[config.mk]
export PLATFORM = sky130hd
export DESIGN_NAME = stable_priority_queue_core
export DESIGN_NICKNAME = d
export VERILOG_FILES = /design/src/rtl/core/spq_pkg.sv /design/src/rtl/core/spq_cell.sv /design/src/rtl/core/stable_priority_queue_core.sv
export SDC_FILE = /design/constraint.sdc
export NUM_CORES = 2
export LEC_CHECK = 0
export ABC_CLOCK_PERIOD_IN_PS = 4700
export BUFFER_PORTS_ARGS = -buffer_cell sky130_fd_sc_hd__buf_2
export CAP_MARGIN = 30
export CORE_AREA = 2 2 357 289
export DETAILED_ROUTE_END_ITERATION = 6
export DIE_AREA = 0 0 359 291
export HOLD_SLACK_MARGIN = 0.08
export SYNTH_ARGS = -nofsm -noshare
export SYNTH_HDL_FRONTEND = slang
export SYNTH_HIERARCHICAL = 1
export SYNTH_SLANG_ARGS = --single-unit
[constraint.sdc]
create_clock -name clk_i -period 4.7 [get_ports clk_i]
set_input_delay 0.235 -clock clk_i [delete_from_list [all_inputs] [get_ports clk_i]]
set_output_delay 0.235 -clock clk_i [all_outputs]
set_load 0.02 [all_outputs]
[src/rtl/core/spq_pkg.sv]
// ----------------------------------------------------------------------------
// spq_pkg
// Shared codes and types for the stable sorted priority queue.
// ----------------------------------------------------------------------------
package spq_pkg;

  typedef enum logic {
    CMD_PUSH = 1'b0,
    CMD_POP  = 1'b1
  } cmd_e;

  typedef enum logic [1:0] {
    ST_OK    = 2'd0,
    ST_EMPTY = 2'd1,
    ST_FULL  = 2'd2
  } status_e;

  localparam logic [1:0] StatusInvalid = 2'd3;

  typedef struct packed {
    logic push;
    logic pop;
  } cell_ctrl_t;

endpackage

[src/rtl/core/spq_cell.sv]
// ----------------------------------------------------------------------------
// spq_cell
// One slot of the sorted chain: keeps, takes the new entry, or takes the
// entry of its left or right neighbor.
// ----------------------------------------------------------------------------
module spq_cell import spq_pkg::*; #(
  parameter int TAG_BITS  = 32,
  parameter int PRIO_BITS = 8
) (
  input  logic                 clk_i,
  input  cell_ctrl_t           ctrl_i,
  input  logic                 occupied_i,
  input  logic [TAG_BITS-1:0]  new_tag_i,
  input  logic [PRIO_BITS-1:0] new_prio_i,
  input  logic                 left_ins_i,
  input  logic [TAG_BITS-1:0]  left_tag_i,
  input  logic [PRIO_BITS-1:0] left_prio_i,
  input  logic [TAG_BITS-1:0]  right_tag_i,
  input  logic [PRIO_BITS-1:0] right_prio_i,
  output logic                 ins_o,
  output logic [TAG_BITS-1:0]  tag_o,
  output logic [PRIO_BITS-1:0] prio_o
);

  logic [TAG_BITS-1:0]  tag_q, tag_d;
  logic [PRIO_BITS-1:0] prio_q, prio_d;

  // new entry goes in front of this slot
  assign ins_o = !occupied_i || (prio_q > new_prio_i);

  always_comb begin
    tag_d  = tag_q;
    prio_d = prio_q;
    if (ctrl_i.push && ins_o) begin
      if (left_ins_i) begin
        tag_d  = left_tag_i;
        prio_d = left_prio_i;
      end else begin
        tag_d  = new_tag_i;
        prio_d = new_prio_i;
      end
    end else if (ctrl_i.pop) begin
      tag_d  = right_tag_i;
      prio_d = right_prio_i;
    end
  end

  always_ff @(posedge clk_i) begin
    tag_q  <= tag_d;
    prio_q <= prio_d;
  end

  assign tag_o  = tag_q;
  assign prio_o = prio_q;

endmodule

[src/rtl/core/stable_priority_queue_core.sv]
// ----------------------------------------------------------------------------
// stable_priority_queue_core
// Bounded priority queue kept sorted in a chain of cells; smallest priority
// leaves first, equal priorities leave in arrival order.
// ----------------------------------------------------------------------------
// Usage:
//   Requests enter on in_valid_i/in_ready_o with cmd_i (push or pop),
//   payload_i and priority_req_i. Every request gives one result on
//   out_valid_o/out_ready_i: status_o, out_payload_o, out_priority_o and
//   occupancy_o (entries held after the request).
//   A push compares the new entry with every cell at once and shifts the
//   cells behind the insert point one place back; a pop shifts all cells one
//   place forward and returns the head. Both finish in the cycle of
//   acceptance, so the result appears in the next cycle and one request can
//   be taken every cycle while no result is stalled.
//   A pop on an empty queue reports empty, a push on a full queue is dropped
//   and reports full; both return zero payload and priority.
//   The result sits in an output register; while it is stalled by the
//   receiver no new request is taken, and it is replaced in the cycle it
//   is taken, so back-to-back flow continues under a steady out_ready_i.
//   Reset empties the queue and clears the output valid.
// ----------------------------------------------------------------------------
module stable_priority_queue_core import spq_pkg::*; #(
  parameter int DEPTH     = 16,
  parameter int TAG_BITS  = 32,
  parameter int PRIO_BITS = 8,
  localparam int CntW     = $clog2(DEPTH + 1)
) (
  input  logic                 clk_i,
  input  logic                 rst_ni,
  input  logic                 in_valid_i,
  output logic                 in_ready_o,
  input  logic                 cmd_i,
  input  logic [TAG_BITS-1:0]  payload_i,
  input  logic [PRIO_BITS-1:0] priority_req_i,
  output logic                 out_valid_o,
  input  logic                 out_ready_i,
  output logic [1:0]           status_o,
  output logic [TAG_BITS-1:0]  out_payload_o,
  output logic [PRIO_BITS-1:0] out_priority_o,
  output logic [CntW-1:0]      occupancy_o
);

  localparam logic [CntW-1:0] Full = CntW'(DEPTH);

  logic                 accept;
  logic                 is_pop, full, empty;
  cell_ctrl_t           ctrl;
  logic [CntW-1:0]      count_q, count_d;
  logic                 out_valid_q;
  status_e              status_q, status_d;
  logic [TAG_BITS-1:0]  opay_q, opay_d;
  logic [PRIO_BITS-1:0] oprio_q, oprio_d;
  logic [CntW-1:0]      occ_q;

  logic [DEPTH-1:0]     ins;
  logic [TAG_BITS-1:0]  tags  [DEPTH];
  logic [PRIO_BITS-1:0] prios [DEPTH];

  assign in_ready_o = !out_valid_q || out_ready_i;
  assign accept     = in_valid_i && in_ready_o;
  assign is_pop     = (cmd_i == CMD_POP);
  assign full       = (count_q == Full);
  assign empty      = (count_q == '0);
  assign ctrl.push  = accept && !is_pop && !full;
  assign ctrl.pop   = accept && is_pop && !empty;

  for (genvar i = 0; i < DEPTH; i++) begin : g_cell
    localparam logic [CntW-1:0] Idx = CntW'(i);
    localparam int Lft = (i == 0) ? 0 : i - 1;
    localparam int Rgt = (i == DEPTH - 1) ? i : i + 1;
    spq_cell #(
      .TAG_BITS (TAG_BITS),
      .PRIO_BITS(PRIO_BITS)
    ) u_cell (
      .clk_i,
      .ctrl_i      (ctrl),
      .occupied_i  (Idx < count_q),
      .new_tag_i   (payload_i),
      .new_prio_i  (priority_req_i),
      .left_ins_i  ((i == 0) ? 1'b0 : ins[Lft]),
      .left_tag_i  (tags[Lft]),
      .left_prio_i (prios[Lft]),
      .right_tag_i (tags[Rgt]),
      .right_prio_i(prios[Rgt]),
      .ins_o       (ins[i]),
      .tag_o       (tags[i]),
      .prio_o      (prios[i])
    );
  end

  always_comb begin
    count_d  = count_q;
    status_d = ST_OK;
    opay_d   = '0;
    oprio_d  = '0;
    if (is_pop) begin
      if (empty) begin
        status_d = ST_EMPTY;
      end else begin
        opay_d  = tags[0];
        oprio_d = prios[0];
        count_d = count_q - CntW'(1);
      end
    end else begin
      if (full) begin
        status_d = ST_FULL;
      end else begin
        count_d = count_q + CntW'(1);
      end
    end
  end

  always_ff @(posedge clk_i or negedge rst_ni) begin
    if (!rst_ni) begin
      count_q     <= '0;
      out_valid_q <= 1'b0;
    end else begin
      if (accept) begin
        count_q <= count_d;
      end
      if (in_ready_o) begin
        out_valid_q <= in_valid_i;
      end
    end
  end

  always_ff @(posedge clk_i) begin
    if (accept) begin
      status_q <= status_d;
      opay_q   <= opay_d;
      oprio_q  <= oprio_d;
      occ_q    <= count_d;
    end
  end

  assign out_valid_o    = out_valid_q;
  assign status_o       = status_q;
  assign out_payload_o  = opay_q;
  assign out_priority_o = oprio_q;
  assign occupancy_o    = occ_q;

endmodule

* Word-level counts from Yosys, hierarchy flattened
Cells that the tools add are included.
** Cells by class
- $add $sub $neg :: 2
- $mul :: 0
- Div/mod/pow operators :: 0
- $lt $le $gt $ge :: 32
- Equality and inequality tests :: 1
- Shift operators :: 0
- Muxes and demuxes :: 96
- Bitwise logic cells :: 1
- Reductions and logical operators :: 75
** Operator list (number)
- $mux 32 :: 45
- $mux 8 :: 45
- $gt 8x8->1 :: 16
- $lt 4x5->1 const A :: 8
- $reduce_bool 2->1 :: 15
- $logic_and 1x1->1 :: 21
- $logic_not 1->1 :: 20
- $lt 3x5->1 const A :: 4
- $logic_or 1x1->1 :: 17
- $mux 5 :: 3
- $lt 1x5->1 const A :: 2
- $lt 2x5->1 const A :: 2
- $add 5x1->5 const B :: 1
- $eq 5x5->1 const B :: 1
- $logic_not 5->1 :: 1
- $sub 5x1->5 const B :: 1
- $mux 2 :: 2
- $reduce_or 2->1 :: 1
- $mux 1 :: 1
- $not 1->1 :: 1
** Storage, ports and cells
- Bits in registers :: 693
- Latch bits :: 0
- RAM bits :: 0
- ROM bits :: 0
- Bits of input ports :: 45
- Output and inout bits :: 49
- Word-level logic and storage cells :: 245
- Memories :: 0

* Longest topological paths before layout
- Depth after elaboration :: 7
- Depth in mapped cells :: 14
- Gate-level depth less buffers :: 11

* Cells and area by module
The synthesis kept the hierarchy.
** Modules (own cells, without submodules)
- spq_cell at g_cell[0].u_cell ... :: instances 10, cells an instance 169, area each 2536.2 um^2, sequential area each 1201.2 um^2
- spq_cell at g_cell[4].u_cell ... :: instances 6, cells an instance 169, area each 2534.9 um^2, sequential area each 1201.2 um^2
- stable_priority_queue_core :: instances 1, cells an instance 202, area each 2501.1 um^2, sequential area each 1561.5 um^2

* Worst setup path after synthesis
No wires, ideal clock.
- Path type :: reg-to-reg
- Start :: register out_valid_q (netlist: out_valid_o)
- End :: register g_cell[0].u_cell.prio_q[0], enable pin
- Library setup time :: 0.380 ns
- Arrival time :: 3.336 ns
- Data required time :: 4.320 ns
- Slack :: 0.984 ns
- Cell stages (with the launch flop) :: 8
- Path buffers :: 2
- Clock period less this slack :: 3.716 ns
- Cell sequence :: dfrtp_1 nand2b_1 and2_1 buf_2 and2_1 o211a_4 buf_6 or2_2
** RTL lines
- start, declared :: RTL line stable_priority_queue_core.sv:50 : logic out_valid_q;
- start signal, assigned :: RTL line stable_priority_queue_core.sv:123 : out_valid_q <= in_valid_i;
- end signal, assigned :: RTL line spq_cell.sv:50 : prio_q <= prio_d;
- end, declared :: RTL line spq_cell.sv:26 : logic [PRIO_BITS-1:0] prio_q, prio_d;

* Worst setup path in the final report
- Start :: register count_q[2]
- End :: register g_cell[14].u_cell.tag_q[5] (data pin)
** Between the ends
- Longest elaborated chain between the ends :: 5
- Elaborated cells between the ends (all ways) :: 12
- Those cells by class :: 2 x order compare; 1 x eq/ne; 2 x mux; 7 x reduce/logical
** Ends and longest elaborated chain
- start, declared :: RTL line stable_priority_queue_core.sv:49 : logic [CntW-1:0] count_q, count_d;
- start signal, assigned :: RTL line stable_priority_queue_core.sv:120 : count_q <= count_d;
- $lt 4x5->1 :: RTL line stable_priority_queue_core.sv:78 : .occupied_i (Idx < count_q),
- $logic_not 1->1 :: RTL line spq_cell.sv:29 : assign ins_o = !occupied_i || (prio_q > new_prio_i);
- $logic_or 1x1->1 :: RTL line spq_cell.sv:29
- named net ins[13] :: RTL line stable_priority_queue_core.sv:56 : logic [DEPTH-1:0] ins;
- $mux 32 :: RTL line spq_cell.sv:35 : if (left_ins_i) begin
- $mux 32 :: RTL line spq_cell.sv:34 : if (ctrl_i.push && ins_o) begin
- named net g_cell[14].u_cell.tag_d[5] :: RTL line spq_cell.sv:25 : logic [TAG_BITS-1:0] tag_q, tag_d;
- end signal, assigned :: RTL line spq_cell.sv:49 : tag_q <= tag_d;
- end, declared :: RTL line spq_cell.sv:25
The timed path passes the listed nets, and every way through them passes these cells.
A chain may end at the register's enable or synchronous reset.

==> metrics <==
status=finished clean; TNS Setup=0 ps; antenna violations before repair=2; Avg Vias per Cell=5.35; final hold viol count=0; max-cap viol count=0; syn avg cell area=14.8 um^2; CTS buffer count=78; Ports=94; biggest cell delay along the critical path=840 ps; Peak Freq=243 MHz; first-pass GRT wire length=146000 um; internal power=16.7 mW; H-Tree Level Count=3; setup violators final=0; Worst EP required=5070 ps; die height=291 um; highest net fanout along the worst path=24; dpl cells=4225; CTS Sinks=693; final worst slack=578 ps; clock share of power=24.9%; post-cts hold buffer count=4; Residual DRC=0; global route overflow=0; reg2reg path depth=9; gp weighted congestion=0.832; vias in the first global route=24300; Clk pin slew, worst setup/hold paths=60 ps; slowest cell on the critical path=dfrtp_1; CP Cell Sequence=nand2_1 -> o21bai_1 -> nor2b_1 -> o21ai_1 -> o21ai_0 -> clkinv_1 -> buf_4 -> mux2_2 -> mux2_4; Crit Path Category=reg2reg; Max VDD drop=0.321 mV; Logic pwr share=36.4%; clock skew=22.4 ps; hold depth=2; DR WL/cell=21.2 um; Resized Gates After CTS=0; largest net degree at the start of global routing=48; Worst EP arrival=4490 ps; Starting Density=42.5%; clk_lat worst skew=630 ps; crit share post-route=87.7%; Netlist Area Pre-Place=43100 um^2; die width=359 um; Detailed Routing Iterations Pass 1=7; HPWL reported at the end of detailed placement=69200 um; P_sw=7.30 mW; Detailed Route WL=92700 um; share of cells above drive strength 1=48.6%; total track usage=17.4%; row count=105; final core occ=46.4%; Pwr Density=512 nW/um^2; max-slew violations=0; final net count=3149; Post-Syn Instances=2904; clock buffer depth=3; RSZ-0062 raised after global routing=false; Slew headroom=35.8%; Routed Antenna Nets=0; Post-CTS Setup Bufs=0; Sw Share=30.4%; Layout Cells excl Fill=4367; Core Box Area=101000 um^2; worst slew pin tran=963 ps; Fill cells=8725; clk root buf=clkbuf_16; CP startpoint kind=flip-flop; Seq pwr share=38.7%; initial drt markers=1646; CP bufs+invs=2; synth warn=6; die area=104000 um^2; delay-heaviest family, CP=buffers and inverters; critical path endpoint category=flip-flop; worst slack at placement=741 ps; fin crit period=4120 ps; Leak=17.9 nW; # port buffers=93; TritonCTS clock tree=done; Layout area overhead=9.11%; worst min path class=in2reg; Stages on worst setup path=9; via count=23400
[stage by stage]
stage | hold slack, ps | area, um^2 | power, mW
floorplan | -60.6 | 43100 | 16.3
global placement | 72.0 | 44500 | 17.8
detailed placement | 69.6 | 44500 | 18.2
CTS | 80.2 | 47000 | 24.2
global route | 112 | 47000 | 25.3
finish | 131 | 47000 | 24.0
[sequential cells by signal, summed over array words and instances, names as in the netlist]
register / cells
g_cell.u_cell/tag_o: 512
g_cell.u_cell/prio_o: 128
out_payload_o: 32
out_priority_o: 8
count_q: 5
occupancy_o: 5
status_o: 2
out_valid_o: 1
[cell usage in the layout, fill, tap and decap left out, types with 2 or more instances in the layout]
cell and instances:
edfxtp_1 687, mux2_4 624, mux2_2 544, inv_1 153
o21ai_0 145, nand2_1 140, ha_1 132, buf_2 93
clkbuf_16 82, and2_1 44, buf_4 44, a21oi_1 41
nor2b_1 32, clkinv_1 28, o21bai_1 21, o21ai_1 19
nor3_1 19, nand3_1 18, or2_2 17, clkbuf_1 16
a211oi_2 16, nand4_1 16, o211a_4 16, clkinv_2 12
nor2_1 9, bufinv_16 6, dfrtp_1 6, nand2b_1 4
a31oi_1 4, dlygate4sd3_1 4, o31ai_1 3, clkinvlp_4 3
diode_2 2, and3_1 2, xnor2_1 2, inv_6 2
conb_1 2, buf_12 2
[worst reg2reg max path, stage by stage (launching register included)]
cell and delay (ps):
dfrtp_1 840, nand2_1 330, o21bai_1 500, nor2b_1 210, o21ai_1 110, o21ai_0 200
clkinv_1 590, buf_4 500, mux2_2 340, mux2_4 260
[power groups by stage]
stage | logic [mW] | clock network (mW) | registers (mW)
2_1_floorplan | 7.29 | 0 | 9.02
3_3_place_gp | 8.41 | 0 | 9.37
3_5_place_dp | 8.75 | 0 | 9.42
4_1_cts | 8.78 | 6.16 | 9.29
5_1_grt | 9.47 | 6.37 | 9.43
6_report | 8.74 | 5.98 | 9.31
[worst paths after layout]
check	from	endpoint	slack, ps
max in group asynchronous	rst_ni	count_q[4]	3910
worst max register to register	count_q[2]	g_cell[14].u_cell/tag_o[5]	580
worst min register to register	g_cell[1].u_cell/tag_o[7]	g_cell[0].u_cell/tag_o[7]	570
worst min-delay path	cmd_i	status_o[0]	130
worst max-delay path	count_q[2]	g_cell[14].u_cell/tag_o[5]	580
min in group asynchronous	rst_ni	count_q[2]	550
[layout make-up]
cell class                 count  area [um^2]  share of cell area [%]
antenna                        2         5.00                  0.0107
clock buffer                  98         2110                    4.49
clock inverter                38          349                   0.743
inverter                     167          627                    1.33
multi-input combinational   1888        20500                    43.7
sequential                   693        20800                    44.2
tap                         1337         1670                    3.56
timing repair buffer         144          903                    1.92
[layer usage]
metal / track usage (%) / routed length [um] / share of wire, % / vias to the layer above
met5: 0 / 0 / 0 / -
li1: - / - / - / 11100
met2: 25.0 / 37700 / 41 / 504
met3: 2.58 / 3570 / 3.8 / 133
met1: 27.2 / 49600 / 54 / 11600
met4: 4.24 / 1780 / 1.9 / 0
No activity file was read; power rests on OpenSTA's default activity.
